**src/rtl/vlsp_pkg.sv**
```systemverilog
// shared types, constants and control bundles of the voice link sender
package vlsp_pkg;

  localparam int TIME_W     = 32;
  localparam int CFG_W      = 32;
  localparam int MS_W       = 16;
  localparam int CAP_W      = 11;
  localparam int LEN_W      = 12;
  localparam int ID_W       = 16;
  localparam int MAX_RESULTS = 64;
  localparam int CNT_W      = $clog2(MAX_RESULTS);

  localparam logic [CAP_W-1:0] CAP_MIN     = 11'd64;
  localparam logic [CAP_W-1:0] MAX_PAYLOAD = 11'd1024;
  localparam logic [CAP_W-1:0] REQ_LEN     = 11'd4;

  // reset values of the registers
  localparam logic [MS_W-1:0]  LIFESIGN_RST = 16'd5000;
  localparam logic [MS_W-1:0]  REQ_TO_RST   = 16'd500;
  localparam logic [CAP_W-1:0] CAP_RST      = 11'd1024;

  typedef enum logic [1:0] {
    REG_LIFESIGN = 2'd0,
    REG_REQ_TO   = 2'd1,
    REG_CAPACITY = 2'd2,
    REG_SESSION  = 2'd3
  } reg_idx_t;

  typedef enum logic [2:0] {
    OP_TICK     = 3'd0,
    OP_PEER     = 3'd1,
    OP_RX       = 3'd2,
    OP_AUDIO    = 3'd3,
    OP_SHUTDOWN = 3'd4
  } op_t;

  typedef enum logic [1:0] {
    LS_IDLE       = 2'd0,
    LS_INITIAL    = 2'd1,
    LS_REQUESTING = 2'd2,
    LS_READY      = 2'd3
  } link_t;

  typedef enum logic [1:0] {
    RX_GRANT = 2'd0,
    RX_DENY  = 2'd1,
    RX_PONG  = 2'd2,
    RX_OTHER = 2'd3
  } rx_kind_t;

  typedef enum logic [1:0] {
    SEND_NONE    = 2'd0,
    SEND_REQUEST = 2'd1,
    SEND_PING    = 2'd2,
    SEND_VOICE   = 2'd3
  } send_kind_t;

  typedef enum logic [1:0] {
    RES_REQ   = 2'd0,
    RES_PING  = 2'd1,
    RES_RX    = 2'd2,
    RES_VOICE = 2'd3
  } res_sel_t;

  typedef enum logic [3:0] {
    ST_IDLE,
    ST_DECODE,
    ST_TICK_SUM,
    ST_TICK_CMP,
    ST_EMIT_REQ,
    ST_EMIT_PING,
    ST_EMIT_RX,
    ST_DIV,
    ST_AUDIO
  } ctl_state_t;

  typedef struct packed {
    logic     load;
    logic     set_initial;
    logic     set_idle;
    logic     tick_sum;
    logic     tick_cmp;
    logic     div_start;
    logic     emit;
    res_sel_t sel;
  } cmd_t;

  typedef struct packed {
    op_t   opcode;
    link_t link;
    logic  alive;
    logic  audio_ok;
    logic  ping_fire;
    logic  div_done;
    logic  slot_free;
    logic  voice_last;
  } sts_t;

endpackage

```
**src/rtl/vlsp_div.sv**
```systemverilog
// restoring remainder unit, one quotient bit per cycle
module vlsp_div (
  input  logic                       clk,
  input  logic                       rst_n,
  input  logic                       start,
  input  logic [vlsp_pkg::CAP_W-1:0] dividend,
  input  logic [vlsp_pkg::CAP_W-1:0] divisor,
  output logic                       done,
  output logic [vlsp_pkg::CAP_W-1:0] remainder
);

  localparam int STEPS = vlsp_pkg::CAP_W;
  localparam int SC_W  = $clog2(STEPS + 1);

  logic                       busy_r;
  logic                       done_r;
  logic [SC_W-1:0]            cnt_r;
  logic [vlsp_pkg::CAP_W-1:0] dvd_r;
  logic [vlsp_pkg::CAP_W-1:0] rem_r;
  logic [vlsp_pkg::CAP_W:0]   trial;
  logic [vlsp_pkg::CAP_W:0]   diff;

  assign trial = {rem_r, dvd_r[vlsp_pkg::CAP_W-1]};
  assign diff  = trial - {1'b0, divisor};

  always_ff @(posedge clk) begin
    if (!rst_n) begin
      busy_r <= 1'b0;
      done_r <= 1'b0;
      cnt_r  <= '0;
    end else begin
      done_r <= 1'b0;
      if (start) begin
        busy_r <= 1'b1;
        cnt_r  <= SC_W'(STEPS);
      end else if (busy_r) begin
        cnt_r <= cnt_r - 1'b1;
        if (cnt_r == SC_W'(1)) begin
          busy_r <= 1'b0;
          done_r <= 1'b1;
        end
      end
    end
  end

  always_ff @(posedge clk) begin
    if (start) begin
      dvd_r <= dividend;
      rem_r <= '0;
    end else if (busy_r) begin
      dvd_r <= {dvd_r[vlsp_pkg::CAP_W-2:0], 1'b0};
      if (trial >= {1'b0, divisor}) begin
        rem_r <= diff[vlsp_pkg::CAP_W-1:0];
      end else begin
        rem_r <= trial[vlsp_pkg::CAP_W-1:0];
      end
    end
  end

  assign done      = done_r;
  assign remainder = rem_r;

endmodule

```
**src/rtl/vlsp_dp.sv**
```systemverilog
// datapath: registers, link state, timers, packetizer and result register
module vlsp_dp (
  input  logic                              clk,
  input  logic                              rst_n,
  input  vlsp_pkg::cmd_t                    cmd,
  output vlsp_pkg::sts_t                    sts,
  input  logic [2:0]                        in_opcode,
  input  logic [vlsp_pkg::MS_W-1:0]         in_elapsed_ms,
  input  logic [1:0]                        in_rx_kind,
  input  logic [vlsp_pkg::ID_W-1:0]         in_rx_sender_id,
  input  logic [vlsp_pkg::LEN_W-1:0]        in_audio_length,
  input  logic [vlsp_pkg::CAP_W-1:0]        in_frame_size,
  input  logic                              cfg_valid,
  input  logic [1:0]                        cfg_index,
  input  logic [vlsp_pkg::CFG_W-1:0]        cfg_data,
  output logic                              out_valid,
  input  logic                              out_ready,
  output logic [1:0]                        out_send_kind,
  output logic [vlsp_pkg::ID_W-1:0]         out_sender_id,
  output logic [vlsp_pkg::TIME_W-1:0]       out_packet_stamp,
  output logic [vlsp_pkg::CAP_W-1:0]        out_payload_length,
  output logic [vlsp_pkg::LEN_W-1:0]        out_payload_offset,
  output logic [vlsp_pkg::CFG_W-1:0]        out_request_word,
  output logic                              out_handled,
  output logic                              out_last
);

  localparam int TW = vlsp_pkg::TIME_W;

  function automatic logic [TW-1:0] sat_add(input logic [TW-1:0] a,
                                            input logic [vlsp_pkg::MS_W-1:0] b);
    logic [TW:0] s;
    s = {1'b0, a} + {{(TW + 1 - vlsp_pkg::MS_W){1'b0}}, b};
    return s[TW] ? {TW{1'b1}} : s[TW-1:0];
  endfunction

  // configuration
  logic [vlsp_pkg::MS_W-1:0]  life_r;
  logic [vlsp_pkg::MS_W-1:0]  req_to_r;
  logic [vlsp_pkg::CAP_W-1:0] cap_r;
  logic [vlsp_pkg::CFG_W-1:0] session_r;

  // latched item
  logic [2:0]                 opcode_r;
  logic [vlsp_pkg::MS_W-1:0]  dt_r;
  logic [1:0]                 kind_r;
  logic [vlsp_pkg::ID_W-1:0]  sid_r;
  logic [vlsp_pkg::LEN_W-1:0] alen_r;
  logic [vlsp_pkg::CAP_W-1:0] fs_r;

  // protocol state
  vlsp_pkg::link_t            link_r, link_nxt;
  logic                       alive_r, alive_nxt;
  logic [vlsp_pkg::ID_W-1:0]  id_r, id_nxt;
  logic [TW-1:0]              stamp_r, stamp_nxt;
  logic [TW-1:0]              ping_r, ping_nxt;
  logic [TW-1:0]              pong_r, pong_nxt;
  logic [TW-1:0]              respond_r, respond_nxt;

  // packetizer
  logic [vlsp_pkg::CAP_W-1:0] chunk_r;
  logic [vlsp_pkg::LEN_W-1:0] rem_len_r;
  logic [vlsp_pkg::LEN_W-1:0] pos_r;
  logic [vlsp_pkg::CNT_W-1:0] cnt_r;

  // result register
  logic                       out_valid_r;
  logic [1:0]                 kind_out_r;
  logic [vlsp_pkg::ID_W-1:0]  sid_out_r;
  logic [TW-1:0]              stamp_out_r;
  logic [vlsp_pkg::CAP_W-1:0] len_out_r;
  logic [vlsp_pkg::LEN_W-1:0] off_out_r;
  logic [vlsp_pkg::CFG_W-1:0] word_out_r;
  logic                       handled_out_r;
  logic                       last_out_r;

  logic [vlsp_pkg::CAP_W-1:0] cap_cl;
  logic [vlsp_pkg::CAP_W-1:0] div_rem;
  logic                       div_done;
  logic [TW+2:0]              ping_x5;
  logic                       ping_fire;
  logic                       rx_handled;
  logic [vlsp_pkg::LEN_W-1:0] plen;
  logic [vlsp_pkg::LEN_W-1:0] rem_after;
  logic                       voice_last;
  logic                       slot_free;

  always_comb begin
    if (cap_r < vlsp_pkg::CAP_MIN) begin
      cap_cl = vlsp_pkg::CAP_MIN;
    end else if (cap_r > vlsp_pkg::MAX_PAYLOAD) begin
      cap_cl = vlsp_pkg::MAX_PAYLOAD;
    end else begin
      cap_cl = cap_r;
    end
  end

  vlsp_div u_div (
    .clk       (clk),
    .rst_n     (rst_n),
    .start     (cmd.div_start),
    .dividend  (cap_cl),
    .divisor   (fs_r),
    .done      (div_done),
    .remainder (div_rem)
  );

  assign ping_x5   = {1'b0, ping_r, 2'b00} + {3'b000, ping_r};
  assign ping_fire = ping_x5 > {{(TW + 3 - vlsp_pkg::MS_W){1'b0}}, life_r};

  assign rx_handled =
      (link_r == vlsp_pkg::LS_REQUESTING &&
       (kind_r == vlsp_pkg::RX_GRANT || kind_r == vlsp_pkg::RX_DENY)) ||
      (link_r == vlsp_pkg::LS_READY && kind_r == vlsp_pkg::RX_PONG && sid_r == id_r);

  assign plen       = ({1'b0, chunk_r} < rem_len_r) ? {1'b0, chunk_r} : rem_len_r;
  assign rem_after  = rem_len_r - plen;
  assign voice_last = (rem_after < {1'b0, fs_r}) ||
                      (cnt_r == vlsp_pkg::CNT_W'(vlsp_pkg::MAX_RESULTS - 1));
  assign slot_free  = !out_valid_r || out_ready;

  always_comb begin
    sts.opcode     = vlsp_pkg::op_t'(opcode_r);
    sts.link       = link_r;
    sts.alive      = alive_r;
    sts.audio_ok   = (fs_r != '0) && (fs_r <= cap_cl) && ({1'b0, fs_r} <= alen_r);
    sts.ping_fire  = ping_fire;
    sts.div_done   = div_done;
    sts.slot_free  = slot_free;
    sts.voice_last = voice_last;
  end

  // configuration writes
  always_ff @(posedge clk) begin
    if (!rst_n) begin
      life_r    <= vlsp_pkg::LIFESIGN_RST;
      req_to_r  <= vlsp_pkg::REQ_TO_RST;
      cap_r     <= vlsp_pkg::CAP_RST;
      session_r <= '0;
    end else if (cfg_valid) begin
      case (vlsp_pkg::reg_idx_t'(cfg_index))
        vlsp_pkg::REG_LIFESIGN: life_r    <= cfg_data[vlsp_pkg::MS_W-1:0];
        vlsp_pkg::REG_REQ_TO:   req_to_r  <= cfg_data[vlsp_pkg::MS_W-1:0];
        vlsp_pkg::REG_CAPACITY: cap_r     <= cfg_data[vlsp_pkg::CAP_W-1:0];
        vlsp_pkg::REG_SESSION:  session_r <= cfg_data;
        default: ;
      endcase
    end
  end

  always_ff @(posedge clk) begin
    if (cmd.load) begin
      opcode_r <= in_opcode;
      dt_r     <= in_elapsed_ms;
      kind_r   <= in_rx_kind;
      sid_r    <= in_rx_sender_id;
      alen_r   <= in_audio_length;
      fs_r     <= in_frame_size;
    end
  end

  // protocol state update
  always_comb begin
    link_nxt    = link_r;
    alive_nxt   = alive_r;
    id_nxt      = id_r;
    stamp_nxt   = stamp_r;
    ping_nxt    = ping_r;
    pong_nxt    = pong_r;
    respond_nxt = respond_r;
    if (cmd.set_initial) begin
      link_nxt = vlsp_pkg::LS_INITIAL;
    end
    if (cmd.set_idle) begin
      link_nxt = vlsp_pkg::LS_IDLE;
    end
    if (cmd.tick_sum) begin
      if (link_r == vlsp_pkg::LS_REQUESTING) begin
        respond_nxt = sat_add(respond_r, dt_r);
      end
      ping_nxt = sat_add(ping_r, dt_r);
      pong_nxt = sat_add(pong_r, dt_r);
    end
    if (cmd.tick_cmp) begin
      if (link_r == vlsp_pkg::LS_REQUESTING &&
          respond_r > {{(TW - vlsp_pkg::MS_W){1'b0}}, req_to_r}) begin
        respond_nxt = '0;
        link_nxt    = vlsp_pkg::LS_INITIAL;
      end
      if (ping_fire) begin
        ping_nxt = '0;
      end
      if (pong_r > {{(TW - vlsp_pkg::MS_W){1'b0}}, life_r}) begin
        pong_nxt = '0;
        link_nxt = vlsp_pkg::LS_INITIAL;
      end
    end
    if (cmd.emit) begin
      case (cmd.sel)
        vlsp_pkg::RES_REQ: link_nxt = vlsp_pkg::LS_REQUESTING;
        vlsp_pkg::RES_RX: begin
          if (link_r == vlsp_pkg::LS_REQUESTING) begin
            if (kind_r == vlsp_pkg::RX_GRANT) begin
              id_nxt   = sid_r;
              link_nxt = vlsp_pkg::LS_READY;
            end else if (kind_r == vlsp_pkg::RX_DENY) begin
              alive_nxt = 1'b0;
              link_nxt  = vlsp_pkg::LS_INITIAL;
            end
          end else if (rx_handled) begin
            pong_nxt = '0;
          end
        end
        vlsp_pkg::RES_VOICE: stamp_nxt = stamp_r + 1'b1;
        default: ;
      endcase
    end
  end

  always_ff @(posedge clk) begin
    if (!rst_n) begin
      link_r    <= vlsp_pkg::LS_IDLE;
      alive_r   <= 1'b1;
      id_r      <= '0;
      stamp_r   <= '0;
      ping_r    <= '0;
      pong_r    <= '0;
      respond_r <= '0;
    end else begin
      link_r    <= link_nxt;
      alive_r   <= alive_nxt;
      id_r      <= id_nxt;
      stamp_r   <= stamp_nxt;
      ping_r    <= ping_nxt;
      pong_r    <= pong_nxt;
      respond_r <= respond_nxt;
    end
  end

  // packetizer walk
  always_ff @(posedge clk) begin
    if (cmd.div_start) begin
      rem_len_r <= alen_r;
      pos_r     <= '0;
      cnt_r     <= '0;
    end else if (cmd.emit && cmd.sel == vlsp_pkg::RES_VOICE) begin
      rem_len_r <= rem_after;
      pos_r     <= pos_r + plen;
      cnt_r     <= cnt_r + 1'b1;
    end
    if (div_done) begin
      chunk_r <= cap_cl - div_rem;
    end
  end

  // result register
  always_ff @(posedge clk) begin
    if (!rst_n) begin
      out_valid_r <= 1'b0;
    end else if (cmd.emit) begin
      out_valid_r <= 1'b1;
    end else if (out_ready) begin
      out_valid_r <= 1'b0;
    end
  end

  always_ff @(posedge clk) begin
    if (cmd.emit) begin
      kind_out_r    <= vlsp_pkg::SEND_NONE;
      sid_out_r     <= '0;
      stamp_out_r   <= '0;
      len_out_r     <= '0;
      off_out_r     <= '0;
      word_out_r    <= '0;
      handled_out_r <= 1'b0;
      last_out_r    <= 1'b1;
      case (cmd.sel)
        vlsp_pkg::RES_REQ: begin
          kind_out_r <= vlsp_pkg::SEND_REQUEST;
          len_out_r  <= vlsp_pkg::REQ_LEN;
          word_out_r <= session_r;
        end
        vlsp_pkg::RES_PING: begin
          kind_out_r <= vlsp_pkg::SEND_PING;
          sid_out_r  <= id_r;
        end
        vlsp_pkg::RES_RX: begin
          handled_out_r <= rx_handled;
        end
        vlsp_pkg::RES_VOICE: begin
          kind_out_r  <= vlsp_pkg::SEND_VOICE;
          sid_out_r   <= id_r;
          stamp_out_r <= stamp_r + 1'b1;
          len_out_r   <= plen[vlsp_pkg::CAP_W-1:0];
          off_out_r   <= pos_r;
          last_out_r  <= voice_last;
        end
        default: ;
      endcase
    end
  end

  assign out_valid          = out_valid_r;
  assign out_send_kind      = kind_out_r;
  assign out_sender_id      = sid_out_r;
  assign out_packet_stamp   = stamp_out_r;
  assign out_payload_length = len_out_r;
  assign out_payload_offset = off_out_r;
  assign out_request_word   = word_out_r;
  assign out_handled        = handled_out_r;
  assign out_last           = last_out_r;

  // never overwrite a result that has not been taken
  a_emit_free: assert property (@(posedge clk) disable iff (!rst_n)
    cmd.emit |-> slot_free)
    else $error("result register overwritten");

  a_voice_len: assert property (@(posedge clk) disable iff (!rst_n)
    (out_valid_r && kind_out_r == vlsp_pkg::SEND_VOICE) |->
      (len_out_r != '0 && !handled_out_r))
    else $error("voice data transfer with bad length or handled flag");

  a_req_moves: assert property (@(posedge clk) disable iff (!rst_n)
    (cmd.emit && cmd.sel == vlsp_pkg::RES_REQ) |=> link_r == vlsp_pkg::LS_REQUESTING)
    else $error("request sent without entering requesting");

  a_stamp_step: assert property (@(posedge clk) disable iff (!rst_n)
    (cmd.emit && cmd.sel == vlsp_pkg::RES_VOICE) |=> stamp_r == $past(stamp_r) + 1'b1)
    else $error("stamp did not count up");

endmodule

```
**src/rtl/vlsp_ctrl.sv**
```systemverilog
// sequencing state machine of the voice link sender
module vlsp_ctrl (
  input  logic           clk,
  input  logic           rst_n,
  input  logic           in_valid,
  output logic           in_ready,
  input  vlsp_pkg::sts_t sts,
  output vlsp_pkg::cmd_t cmd
);

  vlsp_pkg::ctl_state_t state_r, state_nxt;

  always_ff @(posedge clk) begin
    if (!rst_n) begin
      state_r <= vlsp_pkg::ST_IDLE;
    end else begin
      state_r <= state_nxt;
    end
  end

  // next state
  always_comb begin
    state_nxt = state_r;
    case (state_r)
      vlsp_pkg::ST_IDLE: begin
        if (in_valid) begin
          state_nxt = vlsp_pkg::ST_DECODE;
        end
      end
      vlsp_pkg::ST_DECODE: begin
        state_nxt = vlsp_pkg::ST_IDLE;
        case (sts.opcode)
          vlsp_pkg::OP_TICK: begin
            if (sts.alive && sts.link == vlsp_pkg::LS_INITIAL) begin
              state_nxt = vlsp_pkg::ST_EMIT_REQ;
            end else if (sts.alive && sts.link != vlsp_pkg::LS_IDLE) begin
              state_nxt = vlsp_pkg::ST_TICK_SUM;
            end
          end
          vlsp_pkg::OP_RX: state_nxt = vlsp_pkg::ST_EMIT_RX;
          vlsp_pkg::OP_AUDIO: begin
            if (sts.alive && sts.link == vlsp_pkg::LS_READY && sts.audio_ok) begin
              state_nxt = vlsp_pkg::ST_DIV;
            end
          end
          default: ;
        endcase
      end
      vlsp_pkg::ST_TICK_SUM: state_nxt = vlsp_pkg::ST_TICK_CMP;
      vlsp_pkg::ST_TICK_CMP: begin
        state_nxt = sts.ping_fire ? vlsp_pkg::ST_EMIT_PING : vlsp_pkg::ST_IDLE;
      end
      vlsp_pkg::ST_EMIT_REQ, vlsp_pkg::ST_EMIT_PING, vlsp_pkg::ST_EMIT_RX: begin
        if (sts.slot_free) begin
          state_nxt = vlsp_pkg::ST_IDLE;
        end
      end
      vlsp_pkg::ST_DIV: begin
        if (sts.div_done) begin
          state_nxt = vlsp_pkg::ST_AUDIO;
        end
      end
      vlsp_pkg::ST_AUDIO: begin
        if (sts.slot_free && sts.voice_last) begin
          state_nxt = vlsp_pkg::ST_IDLE;
        end
      end
      default: state_nxt = vlsp_pkg::ST_IDLE;
    endcase
  end

  // commands
  always_comb begin
    cmd      = '0;
    cmd.sel  = vlsp_pkg::RES_RX;
    in_ready = 1'b0;
    case (state_r)
      vlsp_pkg::ST_IDLE: begin
        in_ready = 1'b1;
        cmd.load = in_valid;
      end
      vlsp_pkg::ST_DECODE: begin
        case (sts.opcode)
          vlsp_pkg::OP_PEER:     cmd.set_initial = 1'b1;
          vlsp_pkg::OP_SHUTDOWN: cmd.set_idle = 1'b1;
          vlsp_pkg::OP_AUDIO: begin
            cmd.div_start = sts.alive && sts.link == vlsp_pkg::LS_READY && sts.audio_ok;
          end
          default: ;
        endcase
      end
      vlsp_pkg::ST_TICK_SUM: cmd.tick_sum = 1'b1;
      vlsp_pkg::ST_TICK_CMP: cmd.tick_cmp = 1'b1;
      vlsp_pkg::ST_EMIT_REQ: begin
        cmd.emit = sts.slot_free;
        cmd.sel  = vlsp_pkg::RES_REQ;
      end
      vlsp_pkg::ST_EMIT_PING: begin
        cmd.emit = sts.slot_free;
        cmd.sel  = vlsp_pkg::RES_PING;
      end
      vlsp_pkg::ST_EMIT_RX: begin
        cmd.emit = sts.slot_free;
        cmd.sel  = vlsp_pkg::RES_RX;
      end
      vlsp_pkg::ST_AUDIO: begin
        cmd.emit = sts.slot_free;
        cmd.sel  = vlsp_pkg::RES_VOICE;
      end
      default: ;
    endcase
  end

endmodule

```
**src/rtl/voice_link_sender_protocol_top.sv**
```systemverilog
// top level of the voice link sender: control protocol and audio packetizer
//
//  channel | signals                                   | transfer when
//  --------+-------------------------------------------+--------------------------
//  in      | in_valid/in_ready, six item fields         | in_valid & in_ready
//  out     | out_valid/out_ready, eight result fields   | out_valid & out_ready
//  cfg     | cfg_valid/cfg_ready, cfg_index, cfg_data   | cfg_valid & cfg_ready
//
//  sequence: one item at a time; accept, then decode. tick: sum, compare, ping if
//  due (request at once if initial); received packet: one result; peer/shutdown:
//  decode only; audio: remainder unit (11 bit steps), then the voice packets
//  reset: rst_n synchronous, active low; no clearing pass, ready right after
//  stalls: a held result register stops the sequencer only when it must emit;
//  cfg always ready; user must write it only while the block is idle (unchecked)
module voice_link_sender_protocol_top (
  input  logic        clk,
  input  logic        rst_n,
  // item channel
  input  logic        in_valid,
  output logic        in_ready,
  input  logic [2:0]  in_opcode,
  input  logic [15:0] in_elapsed_ms,
  input  logic [1:0]  in_rx_kind,
  input  logic [15:0] in_rx_sender_id,
  input  logic [11:0] in_audio_length,
  input  logic [10:0] in_frame_size,
  // result channel
  output logic        out_valid,
  input  logic        out_ready,
  output logic [1:0]  out_send_kind,
  output logic [15:0] out_sender_id,
  output logic [31:0] out_packet_stamp,
  output logic [10:0] out_payload_length,
  output logic [11:0] out_payload_offset,
  output logic [31:0] out_request_word,
  output logic        out_handled,
  output logic        out_last,
  // register writes
  input  logic        cfg_valid,
  output logic        cfg_ready,
  input  logic [1:0]  cfg_index,
  input  logic [31:0] cfg_data
);

  vlsp_pkg::cmd_t cmd;
  vlsp_pkg::sts_t sts;

  // registers take a write in any cycle
  assign cfg_ready = 1'b1;

  // sequencer: decodes the item, steps timers, drives the packet walk
  vlsp_ctrl u_ctrl (
    .clk      (clk),
    .rst_n    (rst_n),
    .in_valid (in_valid),
    .in_ready (in_ready),
    .sts      (sts),
    .cmd      (cmd)
  );

  // datapath: link state, timers, remainder unit and result register
  vlsp_dp u_dp (
    .clk                (clk),
    .rst_n              (rst_n),
    .cmd                (cmd),
    .sts                (sts),
    .in_opcode          (in_opcode),
    .in_elapsed_ms      (in_elapsed_ms),
    .in_rx_kind         (in_rx_kind),
    .in_rx_sender_id    (in_rx_sender_id),
    .in_audio_length    (in_audio_length),
    .in_frame_size      (in_frame_size),
    .cfg_valid          (cfg_valid),
    .cfg_index          (cfg_index),
    .cfg_data           (cfg_data),
    .out_valid          (out_valid),
    .out_ready          (out_ready),
    .out_send_kind      (out_send_kind),
    .out_sender_id      (out_sender_id),
    .out_packet_stamp   (out_packet_stamp),
    .out_payload_length (out_payload_length),
    .out_payload_offset (out_payload_offset),
    .out_request_word   (out_request_word),
    .out_handled        (out_handled),
    .out_last           (out_last)
  );

endmodule

```
**config.mk**
```make
export PLATFORM = sky130hd
export DESIGN_NAME = voice_link_sender_protocol_top
export DESIGN_NICKNAME = d
export VERILOG_FILES = /design/src/rtl/vlsp_pkg.sv /design/src/rtl/vlsp_div.sv /design/src/rtl/vlsp_dp.sv /design/src/rtl/vlsp_ctrl.sv /design/src/rtl/voice_link_sender_protocol_top.sv
export SDC_FILE = /design/constraint.sdc
export NUM_CORES = 1
export LEC_CHECK = 0
export ABC_CLOCK_PERIOD_IN_PS = 20100
export BUFFER_PORTS_ARGS = -buffer_cell sky130_fd_sc_hd__buf_2
export CAP_MARGIN = 20
export CORE_ASPECT_RATIO = 0.75
export CORE_MARGIN = 2
export CORE_UTILIZATION = 65
export DETAILED_ROUTE_END_ITERATION = 16
export PLACE_DENSITY = 0.81
export SYNTH_ARGS = -nofsm -noshare
export SYNTH_HDL_FRONTEND = slang
export SYNTH_SLANG_ARGS = --single-unit
export TNS_END_PERCENT = 50
```
**constraint.sdc**
```tcl
create_clock -name clk -period 20.1 [get_ports clk]
set_input_delay 1.005 -clock clk [delete_from_list [all_inputs] [get_ports clk]]
set_output_delay 1.005 -clock clk [all_outputs]
set_load 0.01 [all_outputs]
```
==> Word level (Yosys, flattened, before mapping) <==
Cells that the tools add are included.
{ "classes": {"n_addsub": 11, "order_cmp": 10, "n_eq_ne": 30, "mux": 65, "n_bitwise": 3, "n_reduce_logical": 39} }
{ "ops": {"columns": ["op", "n"], "rows": [
  ["$mux W32", 17],
  ["$add A32 B16 Y33", 3],
  ["$gt A32 B16 Y1", 2],
  ["$mux W11", 5],
  ["$mux W12", 3],
  ["$add A34 B32 Y35", 1],
  ["$gt A35 B16 Y1", 1],
  ["$add A32 B1 Y32 const B", 1],
  ["$mux W4", 7],
  ["$pmux W4 S7", 1],
  ["$mux W2", 11],
  ["$pmux W11 S2", 1],
  ["$sub A11 B11 Y11", 2],
  ["$eq A16 B16 Y1", 1],
  ["$eq A4 B3 Y1 const B", 4],
  ["$eq A2 B2 Y1 const B", 7],
  ["$mux W1", 14],
  ["$add A12 B12 Y12", 1],
  ["$ge A12 B11 Y1", 1],
  ["$le A11 B12 Y1", 1],
  ["$logic_and A1 B1 Y1", 12],
  ["$lt A11 B12 Y1", 1],
  ["$lt A12 B11 Y1", 1],
  ["$pmux W3 S4", 1],
  ["other kinds (33)", 59]
]} }
{ "word_totals": {"reg_bits": 463, "out_inout_bits": 110, "elab_cells": 195} }

==> Longest topological paths before layout <==
{ "depth": {"ltp_word": 13, "depth_mapped": 31, "mapped_depth_nobuf": 30} }

==> By module <==
From an unflattened synthesis, not the netlist that was laid out.
{ "hier_totals": {"hier_cells": 2942, "area_unflattened_um2": 26834.5} }
{ "modules_own_cells": {"columns": ["mod", "instances", "cells_per_inst", "area_per_inst_um2"], "rows": [
  ["vlsp_dp", 1, 2690, 24629.9],
  ["vlsp_div", 1, 192, 1770.4],
  ["vlsp_ctrl", 1, 58, 422.9],
  ["voice_link_sender_protocol_top", 1, 2, 11.3]
]} }

==> Worst setup path before layout <==
No wires, ideal clock.
{ "synth_path": {"kind": "in2reg", "from": "in out_ready", "to": "reg u_dp.rem_len_r[0] (netlist name), enable pin", "setup_time_ns": 0.350, "t_arrival_ns": 7.376, "path_slack_ns": 12.374, "path_stages": 6, "path_cell_list": "nor2b_1 > nor2_1 > nand2_1 > clkbuf_1 > clkbuf_1 > nand2_1"} }
{ "synth_rtl": {"columns": ["element", "line", "text"], "rows": [
  ["start: declaration", "voice_link_sender_protocol_top.sv:29", "input logic out_ready,"],
  ["end signal: assignment", "vlsp_dp.sv:243", "rem_len_r <= alen_r;"],
  ["end signal: assignment", "vlsp_dp.sv:247", "rem_len_r <= rem_after;"],
  ["end: declaration", "vlsp_dp.sv:62", "logic [vlsp_pkg::LEN_W-1:0] rem_len_r;"]
]} }

==> Final worst setup path <==
{ "layout_path": {"from": "reg u_dp.rem_len_r[1] (netlist name)", "to": "reg u_ctrl.state_r[3]"} }
{ "layout_via": {"elab_chain_len": 8} }
{ "layout_rtl": {"columns": ["element", "line", "text"], "rows": [
  ["$lt A11 B12 Y1", "vlsp_dp.sv:116", "assign plen = ({1'b0, chunk_r} < rem_len_r) ? {1'b0, chunk_r} : rem_len_r;"],
  ["$mux W12", "vlsp_dp.sv:116", null],
  ["$sub A12 B12 Y12 (*)", "vlsp_dp.sv:117", "assign rem_after = rem_len_r - plen;"],
  ["$lt A12 B11 Y1 (*)", "vlsp_dp.sv:118", "assign voice_last = (rem_after < {1'b0, fs_r}) ||"],
  ["$logic_or A1 B1 Y1 (*)", "vlsp_dp.sv:118", null],
  ["$logic_and A1 B1 Y1 (*)", "vlsp_ctrl.sv:64", "if (sts.slot_free && sts.voice_last) begin"],
  ["$ne A2 B1 Y1 (no source line) (*)", null, null],
  ["$reduce_and A4 Y1 (no source line) (*)", null, null],
  ["end signal: assignment", "vlsp_ctrl.sv:15", "state_r <= vlsp_pkg::ST_IDLE;"],
  ["end signal: assignment", "vlsp_ctrl.sv:17", "state_r <= state_nxt;"],
  ["end: declaration", "vlsp_ctrl.sv:11", "vlsp_pkg::ctl_state_t state_r, state_nxt;"]
]} }
Mark *: on every way between the ends. The rest lies on a longest branch, timed or not.
A chain may end at the register's enable or synchronous reset.

==> summary.txt <==
Finish
  – Register area: 11300 sq um
  – Number of fill cells: 2962
  – Nets@finish: 3363
  – Area Growth Syn to Fin: 11.7%
  – Area of the multi-input gates: 14300 sq um
  – Share of cells above drive strength 1: 0.115
  – Final std cells w/o fill: 3605
  – Final core occ: 0.731

Synthesis
  – Area fraction of the dominant cell type after synthesis: 0.227
  – Ys async rst share: 0
  – Synth area leaders: edfxtp_1 23%, dfxtp_1 20%, ha_1 10%, nand2_1 4.7%, xnor2_1 3.8%
  – Mapped Cells: 2874
  – Top_reg_cell synth: dfxtp_1
  – Syn Nets: 3199
  – Cell taking the most area after synthesis: edfxtp_1
  – Syn Area/Cell: 9.25 sq um
  – Netlist cell types: 87
  – Post-Synthesis Cell Area: 26600 sq um
  – Seq cells post-synth: 463
  – EDFF count, synth: 201
  – Synth Warn #: 0
  – Commonest cells in the netlist: 332 x nand2_1, 262 x dfxtp_1, 218 x ha_1
  – Most common cell in the synthesized netlist: nand2_1
  – Register area share after synthesis: 0.424

Global routing
  – Initial antenna violation count: 1
  – Largest net degree at the start of global routing: 83
  – Total gr overflow: 0
  – Total track usage: 0.321
  – Number of global-route vias before repair: 20800
  – First-pass GRT wire length: 110 mm

Timing
  – Setup_tns: 0 ps
  – Clk_skew: 19.6 ps
  – Worst Tran Pin Value: 1020 ps
  – Final hold viol count: 0
  – Unrepaired setup endpoints after global routing: no
  – Max Clk Rate: 157 MHz
  – PnR worst setup slack: 13730 ps
  – Fin crit share: 0.317
  – Final setup violation count: 0
  – Period minus WS final: 6370 ps
  – Slew HR: 0.320
  – Max Slew Vio Count: 0

Place
  – DP Worst Slack: 13910 ps
  – Final Wtd Congestion: 0.953
  – Post-DP HPWL: 50.7 mm
  – Port Buffer Count: 207
  – DP Cell Count: 3512

Critical path
  – Setup Crit Path Kind: flip-flop to flip-flop
  – Crit path depth: 31
  – Worst Path Max Fanout: 13
  – Slowest CP cell: o31ai_1
  – Delay-heaviest family, CP: compound AO/OA/AOI/OAI gates
  – CP Buf/Inv Count: 2
  – Critical Path End Type: flip-flop
  – Startpoint types: flip-flop
  – Crit path arrival time: 6820 ps
  – Slowest stage delay, CP: 470 ps
  – Crit path top cell by count: o21ai_0
  – CP required: 20540 ps
  – Reg2Reg Depth: 31

Die
  – Die area: 42600 sq um
  – Die extent in x: 238 um
  – Starting Density: 0.655
  – IO Pins: 209
  – Core area: 40600 sq um
  – Die H: 179 um
  – Row Count: 64

Routing
  – WL/cell: 19.2 um
  – Vias: 22100
  – DRC: 0
  – DRT Pass-1 Iters: 6
  – Routed Wire Length: 69.1 mm
  – Via density: 6.14
  – Remaining antenna violation count after routing: 0
  – Iteration-0 DRC Markers: 2137

CTS
  – CTS tree: built
  – Hold_buf cts: 0
  – Reg clk slew, reported paths: 60 ps
  – Setup fix buffers added after clock tree synthesis: 0
  – Root buf cell: clkbuf_16
  – Num CTS Buffers: 46
  – Post-CTS resize count: 0
  – Clock buffer depth: 3
  – TritonCTS Sinks: 463
  – CTS H-Tree Depth: 2
  – Worst-Skew Late Latency: 580 ps

Job
  – Maxcap violations: 0

Pwr
  – Pwr Density: 70.7 nW/um^2
  – Peak supply drop: 0.0742 mV
  – Lkg Pwr: 12.2 nW

Min path
  – Worst hold path class: flip-flop to flip-flop
  – Hold path depth: 2

Status
  – Status: finished clean
==> final timing paths <==
| path | startpoint | end | slack, ps |
|---|---|---|---|
| setup reg to reg | u_dp.rem_len_r[1]$_DFFE_PP_ | u_ctrl.state_r[3]$_SDFFE_PN0P_ | 13730 |
| setup / recovery | u_dp.rem_len_r[1]$_DFFE_PP_ | u_ctrl.state_r[3]$_SDFFE_PN0P_ | 13730 |
| hold / removal | u_dp.session_r[12]$_SDFFE_PN0P_ | u_dp.session_r[12]$_SDFFE_PN0P_ | 460 |
| hold reg to reg | u_dp.session_r[12]$_SDFFE_PN0P_ | u_dp.session_r[12]$_SDFFE_PN0P_ | 460 |
==> stage by stage <==
step / power (mW) / cell area, sq um / hold slack, ps
after floorplan: 1.16 / 26600 / 439
after global placement: 1.21 / 28000 / 446
after detailed placement: 1.21 / 28000 / 453
after CTS: 2.11 / 29600 / 462
after global routing: 2.17 / 29700 / 482
final: 2.10 / 29700 / 459
==> cells in the final DEF, fill, tap and decap left out, types with 8 or more instances in the layout <==
cell type	n
a21boi_0	105
clkbuf_16	48
a21o_1	57
nor4_1	23
xnor2_1	116
a21oi_1	165
o211ai_1	21
and3_1	36
xor2_1	61
clkbuf_1	9
buf_2	206
nand4_1	49
o22ai_1	33
buf_4	20
a31oi_1	18
ha_1	218
o21a_1	25
and4_1	8
a211oi_1	15
nand2_1	332
edfxtp_1	201
o21ai_0	134
o21bai_1	19
and2_1	126
or2_2	12
nand3_1	81
dfxtp_1	262
or3_1	22
mux2i_1	22
fa_1	8
nand2b_1	25
a311oi_1	10
nor3_1	47
clkbuf_8	8
inv_1	158
nor2_1	186
nor2b_1	35
==> routing by layer <==
| layer | wire length (um) | track usage | vias up |
|---|---|---|---|
| li1 | - | - | 10600 |
| met4 | 2300 | 0.117 | 0 |
| met5 | 0 | 0 | - |
| met2 | 29900 | 0.493 | 964 |
| met3 | 6030 | 0.0604 | 153 |
| met1 | 30900 | 0.453 | 10400 |
==> flip-flops by register name (all words and copies together), names as in the netlist, 16 cells and up <==
register               cells
u_dp.session_r            32
u_dp.req_to_r             16
u_dp.out_packet_stamp     32
u_dp.pong_r               32
u_dp.stamp_r              32
u_dp.out_sender_id        16
u_dp.respond_r            32
u_dp.out_request_word     32
u_dp.life_r               16
u_dp.ping_r               32
u_dp.id_r                 16
u_dp.dt_r                 16
u_dp.sid_r                16
==> where the power goes <==
| group | switching (mW) | internal (mW) |
|---|---|---|
| clock network | 0.376 | 0.523 |
| registers | 0.0237 | 1.00 |
| logic | 0.105 | 0.0710 |
==> cells by family after synthesis <==
family | Yosys count | synth area share
AND/OR/NAND/NOR | 1016 | 0.188
AO/OA/AOI/OAI | 692 | 0.171
flip-flops | 463 | 0.424
buffers and inverters | 273 | 0.0397
adder cells (fa/ha/maj) | 226 | 0.109
XOR/XNOR | 177 | 0.0583
multiplexers | 26 | 0.00998
other | 1 | 0.000141
==> worst reg2reg max path: cells and delay by family (launching register included) <==
kind	cells	cell delay, ps
multiplexers	1	340
adder cells (fa/ha/maj)	4	1170
AND/OR/NAND/NOR	4	410
buffers and inverters	2	340
flip-flops	1	420
AO/OA/AOI/OAI	19	3310
XOR/XNOR	1	250
==> cell type report <==
class	count	share of cell area
diodes	1	0.0000843
clock buffers	65	0.0453
clock inverters	21	0.00851
inverters	158	0.0200
multi-input cells	2138	0.481
flip-flops and latches	463	0.380
well taps	528	0.0223
repair buffers	231	0.0426
No activity file was read; power rests on OpenSTA's default activity.
